===== config.mk =====
export PLATFORM = sky130hd
export DESIGN_NAME = mid_side_stereo_width
export DESIGN_NICKNAME = d
export VERILOG_FILES = /design/src/rtl/msw_pkg.sv /design/src/rtl/mid_side_stereo_width.sv /design/src/rtl/msw_gain.sv /design/src/rtl/msw_lane.sv
export SDC_FILE = /design/constraint.sdc
export NUM_CORES = 2
export LEC_CHECK = 0
export BUFFER_PORTS_ARGS = -buffer_cell sky130_fd_sc_hd__buf_2
export CAP_MARGIN = 40
export CORE_MARGIN = 8
export CORE_UTILIZATION = 35
export CTS_CLUSTER_DIAMETER = 200
export DETAILED_ROUTE_END_ITERATION = 12
export SLEW_MARGIN = 20
export SYNTH_ARGS = -nofsm -noshare
export SYNTH_HDL_FRONTEND = slang
export SYNTH_SLANG_ARGS = --single-unit

===== constraint.sdc =====
create_clock -name clk -period 11.39 [get_ports clk]
set_input_delay 2.278 -clock clk [delete_from_list [all_inputs] [get_ports clk]]
set_output_delay 2.278 -clock clk [all_outputs]
set_load 0.05 [all_outputs]

===== src/rtl/msw_pkg.sv =====
// ----------------------------------------------------------------
// mid/side stereo width package
// widths, constants, register indexes and shared types
// ----------------------------------------------------------------
package msw_pkg;

  localparam int SAMPLE_BITS    = 24;
  localparam int SUM_BITS       = SAMPLE_BITS + 1;
  localparam int GAIN_FRAC      = 17;
  localparam int GAIN_BITS      = 18;
  localparam int STEP_BITS      = 20;
  localparam int PROD_BITS      = GAIN_BITS + 1 + SUM_BITS;
  localparam int WIDTH_BITS     = 16;
  localparam int WIDTH_FRAC     = 12;
  localparam int DEN_BITS       = WIDTH_BITS + 1;
  localparam int DIV_BITS       = 33;
  localparam int CNT_BITS       = $clog2(DIV_BITS);
  localparam int RAMP_SAMPLES   = 256;
  localparam int RAMP_LOG2      = $clog2(RAMP_SAMPLES);
  localparam int RAMP_BITS      = 13;
  localparam int CFG_INDEX_BITS = 8;

  localparam logic [WIDTH_BITS-1:0] WIDTH_ONE = WIDTH_BITS'(1 << WIDTH_FRAC);
  localparam logic [GAIN_BITS-1:0]  GAIN_HALF = GAIN_BITS'(1 << (GAIN_FRAC - 1));

  localparam logic signed [SAMPLE_BITS-1:0] SAMPLE_MAX = {1'b0, {(SAMPLE_BITS-1){1'b1}}};
  localparam logic signed [SAMPLE_BITS-1:0] SAMPLE_MIN = {1'b1, {(SAMPLE_BITS-1){1'b0}}};

  localparam logic [CFG_INDEX_BITS-1:0] REG_WIDTH  = CFG_INDEX_BITS'(0);
  localparam logic [CFG_INDEX_BITS-1:0] REG_BYPASS = CFG_INDEX_BITS'(1);

  typedef enum logic [1:0] {
    ST_IDLE,
    ST_DIVIDE,
    ST_STEP
  } state_t;

  typedef struct packed {
    logic [GAIN_BITS-1:0] sum;
    logic [GAIN_BITS-1:0] diff;
  } gain_t;

  typedef struct packed {
    logic busy;
    logic bypass;
  } gain_stat_t;

  typedef struct packed {
    logic signed [SAMPLE_BITS-1:0] sample;
    logic                          clip;
  } lane_t;

endpackage


===== src/rtl/mid_side_stereo_width.sv =====
// ----------------------------------------------------------------
// mid/side stereo width control
// stereo width by mid/side gains with a linear gain ramp on width writes
// ----------------------------------------------------------------
// channel  direction  handshake               payload
// pair     in         pair_valid/pair_stall    left_in, right_in
// result   out        result_valid/result_stall left_out, right_out, clipped
// cfg      in         cfg_valid/cfg_ready      cfg_index, cfg_data
//
// one pair per cycle while pair_stall is low, through three registered stages
// a width write above 1.0 runs a bit-serial divider, then the step state;
// cfg_ready and pair_stall hold through both (step only at or below 1.0)
// reset sets width 1.0, bypass off, pipeline empty
// result_stall backs up through the three registered stages into pair_stall
// ----------------------------------------------------------------
module mid_side_stereo_width (
  input  logic                                   clk,
  input  logic                                   rst,
  input  logic                                   pair_valid,
  output logic                                   pair_stall,
  input  logic signed [msw_pkg::SAMPLE_BITS-1:0] left_in,
  input  logic signed [msw_pkg::SAMPLE_BITS-1:0] right_in,
  output logic                                   result_valid,
  input  logic                                   result_stall,
  output logic signed [msw_pkg::SAMPLE_BITS-1:0] left_out,
  output logic signed [msw_pkg::SAMPLE_BITS-1:0] right_out,
  output logic                                   clipped,
  input  logic                                   cfg_valid,
  output logic                                   cfg_ready,
  input  logic [msw_pkg::CFG_INDEX_BITS-1:0]     cfg_index,
  input  logic [msw_pkg::WIDTH_BITS-1:0]         cfg_data
);

  msw_pkg::gain_t      gain;
  msw_pkg::gain_stat_t stat;
  msw_pkg::lane_t      lane_l, lane_r;

  logic take;
  logic en1, en2, en3;

  // stage 1: sum and difference
  logic                                   v1, byp1;
  logic signed [msw_pkg::SAMPLE_BITS-1:0] l1, r1;
  logic signed [msw_pkg::SUM_BITS-1:0]    sum1, dif1;
  logic [msw_pkg::GAIN_BITS-1:0]          gs1, gd1;

  // stage 2: mid and side products
  logic                                   v2, byp2;
  logic signed [msw_pkg::SAMPLE_BITS-1:0] l2, r2;
  logic signed [msw_pkg::PROD_BITS-1:0]   mid2, side2;

  assign en3        = !result_valid || !result_stall;
  assign en2        = !v2 || en3;
  assign en1        = !v1 || en2;
  assign pair_stall = !en1 || stat.busy;
  assign take       = pair_valid && !pair_stall;

  msw_gain u_gain (
    .clk       (clk),
    .rst       (rst),
    .cfg_valid (cfg_valid),
    .cfg_ready (cfg_ready),
    .cfg_index (cfg_index),
    .cfg_data  (cfg_data),
    .take      (take),
    .gain      (gain),
    .stat      (stat)
  );

  always_ff @(posedge clk) begin
    if (rst) begin
      v1           <= 1'b0;
      v2           <= 1'b0;
      result_valid <= 1'b0;
    end else begin
      if (en1) v1 <= take;
      if (en2) v2 <= v1;
      if (en3) result_valid <= v2;
    end
  end

  always_ff @(posedge clk) begin
    if (en1) begin
      byp1 <= stat.bypass;
      l1   <= left_in;
      r1   <= right_in;
      sum1 <= msw_pkg::SUM_BITS'(left_in) + msw_pkg::SUM_BITS'(right_in);
      dif1 <= msw_pkg::SUM_BITS'(right_in) - msw_pkg::SUM_BITS'(left_in);
      gs1  <= gain.sum;
      gd1  <= gain.diff;
    end
    if (en2) begin
      byp2  <= byp1;
      l2    <= l1;
      r2    <= r1;
      mid2  <= $signed({1'b0, gs1}) * sum1;
      side2 <= $signed({1'b0, gd1}) * dif1;
    end
    if (en3) begin
      left_out  <= lane_l.sample;
      right_out <= lane_r.sample;
      clipped   <= lane_l.clip | lane_r.clip;
    end
  end

  msw_lane u_lane_l (
    .mid      (mid2),
    .side     (side2),
    .sub_side (1'b1),
    .bypass   (byp2),
    .raw      (l2),
    .res      (lane_l)
  );

  msw_lane u_lane_r (
    .mid      (mid2),
    .side     (side2),
    .sub_side (1'b0),
    .bypass   (byp2),
    .raw      (r2),
    .res      (lane_r)
  );

endmodule


===== src/rtl/msw_gain.sv =====
// ----------------------------------------------------------------
// mid/side gain control
// config registers, target gain divider and per-word gain ramp
// ----------------------------------------------------------------
module msw_gain (
  input  logic                                   clk,
  input  logic                                   rst,
  input  logic                                   cfg_valid,
  output logic                                   cfg_ready,
  input  logic [msw_pkg::CFG_INDEX_BITS-1:0]     cfg_index,
  input  logic [msw_pkg::WIDTH_BITS-1:0]         cfg_data,
  input  logic                                   take,
  output msw_pkg::gain_t                         gain,
  output msw_pkg::gain_stat_t                    stat
);

  msw_pkg::state_t state, state_next;

  logic [msw_pkg::CNT_BITS-1:0]  count;
  logic [msw_pkg::DIV_BITS-1:0]  num_s, num_d;
  logic [msw_pkg::DEN_BITS-1:0]  rem_s, rem_d, den;
  logic [msw_pkg::GAIN_BITS-1:0] sum_now, diff_now, sum_goal, diff_goal;
  logic signed [msw_pkg::STEP_BITS-1:0] sum_step, diff_step;
  logic [msw_pkg::RAMP_BITS-1:0] ramp_left;
  logic                          bypass;

  logic                          busy;
  logic                          wr, wr_width, wr_bypass;
  logic                          last;
  logic [msw_pkg::DEN_BITS-1:0]  den_next, half_next;
  logic [msw_pkg::DEN_BITS:0]    trial_s, trial_d, sub_s, sub_d;
  logic                          q_s, q_d;
  logic [msw_pkg::DEN_BITS-1:0]  rem_s_next, rem_d_next;
  logic signed [msw_pkg::STEP_BITS-1:0] sum_delta, diff_delta;
  logic signed [msw_pkg::STEP_BITS-1:0] sum_step_next, diff_step_next;
  logic [msw_pkg::STEP_BITS-1:0] sum_ramp, diff_ramp;
  msw_pkg::gain_t                use_gain;
  logic                          adv;

  assign wr        = cfg_valid && cfg_ready;
  assign wr_width  = wr && (cfg_index == msw_pkg::REG_WIDTH);
  assign wr_bypass = wr && (cfg_index == msw_pkg::REG_BYPASS);
  assign last      = (count == msw_pkg::CNT_BITS'(msw_pkg::DIV_BITS - 1));

  // next state
  always_comb begin
    state_next = state;
    unique case (state)
      msw_pkg::ST_IDLE: begin
        if (wr_width) begin
          state_next = (cfg_data > msw_pkg::WIDTH_ONE) ? msw_pkg::ST_DIVIDE
                                                       : msw_pkg::ST_STEP;
        end
      end
      msw_pkg::ST_DIVIDE: begin
        if (last) state_next = msw_pkg::ST_STEP;
      end
      msw_pkg::ST_STEP:   state_next = msw_pkg::ST_IDLE;
      default:            state_next = msw_pkg::ST_IDLE;
    endcase
  end

  // outputs
  always_comb begin
    busy = (state != msw_pkg::ST_IDLE);
    cfg_ready = !busy;
  end

  // divider setup and one quotient bit per cycle
  assign den_next   = {1'b0, cfg_data} + msw_pkg::DEN_BITS'(msw_pkg::WIDTH_ONE);
  assign half_next  = den_next >> 1;
  assign trial_s    = {rem_s, num_s[msw_pkg::DIV_BITS-1]};
  assign trial_d    = {rem_d, num_d[msw_pkg::DIV_BITS-1]};
  assign sub_s      = trial_s - {1'b0, den};
  assign sub_d      = trial_d - {1'b0, den};
  assign q_s        = (trial_s >= {1'b0, den});
  assign q_d        = (trial_d >= {1'b0, den});
  assign rem_s_next = q_s ? sub_s[msw_pkg::DEN_BITS-1:0] : trial_s[msw_pkg::DEN_BITS-1:0];
  assign rem_d_next = q_d ? sub_d[msw_pkg::DEN_BITS-1:0] : trial_d[msw_pkg::DEN_BITS-1:0];

  // ramp step, truncated toward zero
  assign sum_delta  = $signed({2'b00, sum_goal}) - $signed({2'b00, sum_now});
  assign diff_delta = $signed({2'b00, diff_goal}) - $signed({2'b00, diff_now});
  assign sum_step_next = sum_delta[msw_pkg::STEP_BITS-1]
    ? (sum_delta + msw_pkg::STEP_BITS'(msw_pkg::RAMP_SAMPLES - 1)) >>> msw_pkg::RAMP_LOG2
    : sum_delta >>> msw_pkg::RAMP_LOG2;
  assign diff_step_next = diff_delta[msw_pkg::STEP_BITS-1]
    ? (diff_delta + msw_pkg::STEP_BITS'(msw_pkg::RAMP_SAMPLES - 1)) >>> msw_pkg::RAMP_LOG2
    : diff_delta >>> msw_pkg::RAMP_LOG2;

  // gains for the word being taken
  assign sum_ramp  = {2'b00, sum_now} + sum_step;
  assign diff_ramp = {2'b00, diff_now} + diff_step;

  always_comb begin
    priority if (ramp_left == msw_pkg::RAMP_BITS'(1)) begin
      use_gain.sum  = sum_goal;
      use_gain.diff = diff_goal;
    end else if (ramp_left != '0) begin
      use_gain.sum  = sum_ramp[msw_pkg::GAIN_BITS-1:0];
      use_gain.diff = diff_ramp[msw_pkg::GAIN_BITS-1:0];
    end else begin
      use_gain.sum  = sum_now;
      use_gain.diff = diff_now;
    end
  end

  assign adv  = take && !bypass;
  assign gain = use_gain;
  assign stat = '{busy: busy, bypass: bypass};

  always_ff @(posedge clk) begin
    if (rst) begin
      state     <= msw_pkg::ST_IDLE;
      count     <= '0;
      sum_now   <= msw_pkg::GAIN_HALF;
      diff_now  <= msw_pkg::GAIN_HALF;
      sum_goal  <= msw_pkg::GAIN_HALF;
      diff_goal <= msw_pkg::GAIN_HALF;
      sum_step  <= '0;
      diff_step <= '0;
      ramp_left <= '0;
      bypass    <= 1'b0;
    end else begin
      state <= state_next;
      if (wr_bypass) bypass <= cfg_data[0];
      unique case (state)
        msw_pkg::ST_IDLE: begin
          if (wr_width) begin
            count <= '0;
            den   <= den_next;
            rem_s <= '0;
            rem_d <= '0;
            num_s <= (msw_pkg::DIV_BITS'(msw_pkg::WIDTH_ONE) << msw_pkg::GAIN_FRAC)
                     + msw_pkg::DIV_BITS'(half_next);
            num_d <= (msw_pkg::DIV_BITS'(cfg_data) << msw_pkg::GAIN_FRAC)
                     + msw_pkg::DIV_BITS'(half_next);
            if (cfg_data <= msw_pkg::WIDTH_ONE) begin
              sum_goal  <= msw_pkg::GAIN_HALF;
              diff_goal <= msw_pkg::GAIN_BITS'(
                {cfg_data, 4'b0000} >> (msw_pkg::WIDTH_FRAC + 5 - msw_pkg::GAIN_FRAC));
            end
          end
          if (adv) begin
            sum_now  <= use_gain.sum;
            diff_now <= use_gain.diff;
            if (ramp_left != '0) ramp_left <= ramp_left - 1'b1;
          end
        end
        msw_pkg::ST_DIVIDE: begin
          count <= count + 1'b1;
          rem_s <= rem_s_next;
          rem_d <= rem_d_next;
          num_s <= {num_s[msw_pkg::DIV_BITS-2:0], q_s};
          num_d <= {num_d[msw_pkg::DIV_BITS-2:0], q_d};
          if (last) begin
            sum_goal  <= {num_s[msw_pkg::GAIN_BITS-2:0], q_s};
            diff_goal <= {num_d[msw_pkg::GAIN_BITS-2:0], q_d};
          end
        end
        msw_pkg::ST_STEP: begin
          sum_step  <= sum_step_next;
          diff_step <= diff_step_next;
          ramp_left <= msw_pkg::RAMP_BITS'(msw_pkg::RAMP_SAMPLES);
        end
        default: ;
      endcase
    end
  end

endmodule


===== src/rtl/msw_lane.sv =====
// ----------------------------------------------------------------
// mid/side output lane; passes the raw sample in bypass
// combines mid and side for one channel, rounds and saturates
// ----------------------------------------------------------------
module msw_lane (
  input  logic signed [msw_pkg::PROD_BITS-1:0]   mid,
  input  logic signed [msw_pkg::PROD_BITS-1:0]   side,
  input  logic                                   sub_side,
  input  logic                                   bypass,
  input  logic signed [msw_pkg::SAMPLE_BITS-1:0] raw,
  output msw_pkg::lane_t                         res
);

  localparam int ACC_BITS = msw_pkg::PROD_BITS + 1;
  localparam int RND_BITS = ACC_BITS - msw_pkg::GAIN_FRAC;

  logic signed [ACC_BITS-1:0] acc, biased;
  logic signed [RND_BITS-1:0] rnd;

  always_comb begin
    if (sub_side) begin
      acc = ACC_BITS'(mid) - ACC_BITS'(side);
    end else begin
      acc = ACC_BITS'(mid) + ACC_BITS'(side);
    end
    biased = acc + ACC_BITS'(1 << (msw_pkg::GAIN_FRAC - 1));
    rnd    = RND_BITS'(biased >>> msw_pkg::GAIN_FRAC);
    priority if (bypass) begin
      res.sample = raw;
      res.clip   = 1'b0;
    end else if (rnd > RND_BITS'(msw_pkg::SAMPLE_MAX)) begin
      res.sample = msw_pkg::SAMPLE_MAX;
      res.clip   = 1'b1;
    end else if (rnd < RND_BITS'(msw_pkg::SAMPLE_MIN)) begin
      res.sample = msw_pkg::SAMPLE_MIN;
      res.clip   = 1'b1;
    end else begin
      res.sample = rnd[msw_pkg::SAMPLE_BITS-1:0];
      res.clip   = 1'b0;
    end
  end

endmodule


After elaboration in Yosys (flattened, before gate mapping) --
Cells that the tools add are included. W data, S select, Z words.
Operators by class: reduce and logical (&&, ||, !) cells 30, eq/ne operators 10, add/sub/neg operators 19, bitwise gates (word level) 2, $mul 2, $lt $le $gt $ge 8, shift-type cells 0, div/mod/pow operators 0, mux-type cells 36
Operator list (number):
- $mux W25 | 6
- $mux W18 | 8
- $pmux W33 S2 | 2
- $add A45 B18 Y45 const B | 2
- $mul A19 B25 Y44 | 2
- $mux W36 | 2
- $pmux W18 S2 | 2
- $pmux W17 S2 | 2
- $mux W33 | 2
- $gt A28 B24 Y1 const B | 2
- $lt A28 B24 Y1 const B | 2
- $mux W17 | 3
- $add A44 B44 Y45 | 1
- $sub A44 B44 Y45 | 1
- $add A19 B9 Y20 const B | 2
- $sub A18 B18 Y19 | 2
- $add A18 B18 Y18 | 2
- $ge A18 B17 Y1 | 2
- $sub A17 B17 Y17 | 2
- $add A33 B16 Y33 | 1
- $add A30 B16 Y31 const A | 1
- $mux W13 | 2
- $pmux W13 S2 | 1
- $add A24 B24 Y25 | 1
- other kinds (28) | 54
Storage, ports and cells: bits in latches 0, memories 0, memory bits (writable) 0, ROM bits 0, input port bits 77, output and inout bits 52, register bits after elaboration 571

Longest topological paths before layout --
depth in word-level cells 11, depth in mapped cells 28

By module --
From an unflattened synthesis, not the netlist that was laid out.
Second synthesis, totals: cells, all modules 7610, area, all modules 69998.4 sq um
By module, submodules not included:
- mid_side_stereo_width | cells each 4367, instances 1, seq. area each 9669.3 sq um, area each 45048.2 sq um
- msw_gain | cells each 1796, instances 1, seq. area each 5875.6 sq um, area each 15482.3 sq um
- msw_lane at u_lane_l | cells each 733, instances 1, seq. area each 0.0 sq um, area each 4792.1 sq um
- msw_lane at u_lane_r | cells each 714, instances 1, seq. area each 0.0 sq um, area each 4675.7 sq um

Worst setup path after synthesis --
OpenSTA, ideal clock, no wires.
kind input to output, start point input port result_stall, end point output port pair_stall, path slack 0.775 ns, data arrival time 8.337 ns, required time 9.112 ns, stages on the path 2, buffers on the path 0, path through nand4_1 nand2_1
Between the ends: word-level cells in the longest chain between the ends 6
RTL lines:
- start: declaration | line mid_side_stereo_width.sv:24 | input logic result_stall,
- $logic_not A1 Y1 | line mid_side_stereo_width.sv:52 | assign en3 = !result_valid || !result_stall;
- $logic_or A1 B1 Y1 | line mid_side_stereo_width.sv:52
- $logic_or A1 B1 Y1 | line mid_side_stereo_width.sv:53 | assign en2 = !v2 || en3;
- $logic_or A1 B1 Y1 | line mid_side_stereo_width.sv:54 | assign en1 = !v1 || en2;
- $logic_not A1 Y1 | line mid_side_stereo_width.sv:55 | assign pair_stall = !en1 || stat.busy;
- $logic_or A1 B1 Y1 | line mid_side_stereo_width.sv:55
- end: declaration | line mid_side_stereo_width.sv:20 | output logic pair_stall,
Every way passes these cells.

Worst setup path after layout --
start point register gs1[2] in the netlist's numbering, end point register mid2[43] in the netlist's numbering (data pin)
Between the ends: word-level cells in the longest chain between the ends 1
RTL lines:
- start: declaration | line mid_side_stereo_width.sv:45 | logic [msw_pkg::GAIN_BITS-1:0] gs1, gd1;
- start signal: assignment | line mid_side_stereo_width.sv:89 | gs1 <= gain.sum;
- $mul A19 B25 Y44 | line mid_side_stereo_width.sv:96 | mid2 <= $signed({1'b0, gs1}) * sum1;
- end signal: assignment | line mid_side_stereo_width.sv:96
- end: declaration | line mid_side_stereo_width.sv:50 | logic signed [msw_pkg::PROD_BITS-1:0] mid2, side2;
Every way passes these cells. A chain may end at the register's enable or synchronous reset.

==> metrics <==
Via Count 46700; # DRC 0; R2R Setup Slk 3570 ps; Detail Route Antenna Nets 0; yosys warns 0; Most used DFF post-synth edfxtp_1; Worst Skew slightly above 60 ps; Final min period 7820 ps; worst slew pin tran between 900 and 1000 ps; die area 0.201 mm²; status complete, no violations; Die W 448 µm; Inserted Clock Buffers a little over 70; Startpoint Class register; Clock Latency Late Sink between 700 and 800 ps; H-tree Lvls 3; hpwl dp between 100000 and 150000 µm; Yosys reg bits ~560; Post-CTS Setup Bufs 0; filler instances 18500; Initial DRT Pass Iterations 6; PortBufs between 100 and 150; Seq/Total Area, Yosys a little under a quarter; WP data arrival slightly above 8000 ps; mapped cell area ~0.065 mm²; Synthesized Nets 8396; Hold Buf Count CTS 0; row count approximately 160; GRT overflow 0; Max-Cap Viols 0; clk sink count 558; ys async rst share 0%; CTS Buffer Depth 3; Fin Setup TNS 0 ps; Syn Area/Cell 9.51 µm²; starting density of the core 35.2%; 1st-iter DRT viols between 2000 and 3000; Die Y between 400 and 500 µm; post-cts resize count 0; Area Overhead vs Synth 10.1%; initial antenna violation count 22; Required @ worst endpoint about 12000 ps; most frequent cell after synthesis inv_1; Yosys cell types 96; top cell type's share of synthesized area 27.5%; Tot GR Track Use between 10% and 20%; Final Hold Fails 0; first-pass GRT wire length 276000 µm; synth cell count leaders inv_1, fa_1, nand2_1; Relative slew margins approximately 39%; setup violators final 0; count of final max-slew check failures 0; RSZ-0062 raised after global routing false; Worst-path clk slew 60 ps; WL/cell ~18 µm; Post-synth EDFFs roughly 440; largest cells by area after synthesis fa_1, edfxtp_1, ha_1; Min-Delay Path Class register to register; top cell type by total area after synthesis fa_1; Clk Tree Root Cell clkbuf_16; Crit Path Category register to register; RD Place Congestion 0.902; fin nets 8456; f_max about 0.13 GHz; DR vias/cell roughly 4.9; core area 0.185 mm²; I/O pin total around 130; Max Fanout on Critical Path 25; Synth Instances 6866; share of cells above drive strength 1 roughly 5.8%; CTS tree yes; vias in the first global route 49100; fin crit share between 60% and 70%; Detailed Route WL about 170000 µm; largest net degree at the start of global routing 76; crit end category register
-- logic make-up (layout without fill, tap and decap cells) --
kind of cell | after synthesis | in the layout | synth area share [%]
other cells | 0 | 14 | 0
compound gates | 934 | 934 | 9.37
mux | 34 | 34 | 0.525
xor+xnor | 268 | 268 | 3.60
fa+ha+maj | 1453 | 1453 | 38.2
buf+inv | 1604 | 1723 | 9.31
flops | 558 | 558 | 23.8
simple gates | 2015 | 2015 | 15.2
-- per-layer routing --
metal / up-vias / wire, µm / GRT usage [%]
li1: 21900 / - / -
met5: - / 0 / 0
met4: 0 / 7930 / 7.15
met3: 291 / 7770 / 2.22
met2: 1067 / 87300 / 30.8
met1: 23400 / 71300 / 21.4
-- layout by cell type (no fill, tap or decap), types with 61 or more instances in the layout --
master        n
inv_1      1367
a21o_1       95
nor3_1       61
clkbuf_16    72
fa_1        898
nand2_1     737
and2_1      588
buf_2       129
nand3_1      69
a21oi_1     308
ha_1        555
nor2_1      297
xor2_1       94
edfxtp_1    437
xnor2_1     174
dfxtp_1     121
o21ai_0     150
-- stage by stage --
stage / area (µm²) / hold WS [ps] / utilization [%] / instances / worst slack, ps
after floorplan: 65300 / 400 / - / 6866 / 775
after global placement: 68500 / 401 / 36.9 / 9284 / 3520
after detailed placement: 69000 / 405 / 37.2 / 9315 / 3600
after CTS: 71600 / 400 / 38.6 / 9448 / 3580
after global routing: 71900 / 407 / 38.8 / 9475 / 3120
final: 71900 / 400 / 38.8 / 9479 / 3570
-- registers in the layout, summed over array words and instances, names as in the netlist, 24 cells and up --
register and count:
mid2 44, side2 44, u_gain.num_d 33, u_gain.num_s 33, sum1 25, dif1 24, l1 24, l2 24
left_out 24, r1 24, r2 24, right_out 24
-- critical path: stages (launching register included) --
cell and delay [ps]:
edfxtp_1 860, and2_1 250, fa_1 440, fa_1 520, inv_1 50, fa_1 470
inv_1 50, fa_1 480, fa_1 550, inv_1 50, fa_1 490, inv_1 50
ha_1 330, and2_1 170, nand4_1 120, or3_1 440, a211o_1 370, a31oi_1 410
a221oi_1 250, o211a_1 290, nor3_1 320, a41o_1 270, a21o_1 120, a21oi_1 70
xnor2_1 130
-- final timing paths --
path | startpoint | endpoint | depth (start not counted)
setup / recovery | gs1[2]$_DFFE_PN_ | mid2[43]$_DFFE_PP_ | 24
hold / removal | l1[2]$_DFFE_PN_ | l2[2]$_DFFE_PP_ | 0
setup reg to reg | gs1[2]$_DFFE_PN_ | mid2[43]$_DFFE_PP_ | 24
hold reg to reg | l1[2]$_DFFE_PN_ | l2[2]$_DFFE_PP_ | 0
-- cell type report --
| class | count | area, µm² | share of cell area (%) |
|---|---|---|---|
| diodes | 14 | 35.0 | 0.0487 |
| clock buffers | 81 | 1840 | 2.55 |
| clock inverters | 52 | 771 | 1.07 |
| inverters | 1367 | 5130 | 7.14 |
| multi-input cells | 4704 | 43700 | 60.8 |
| flip-flops and latches | 558 | 15500 | 21.6 |
| well taps | 2480 | 3100 | 4.32 |
| repair buffers | 223 | 1730 | 2.40 |
Power is left out: the tool's default activity adds up to more than one toggle a clock period on the data nets, which glitch-free logic cannot reach.
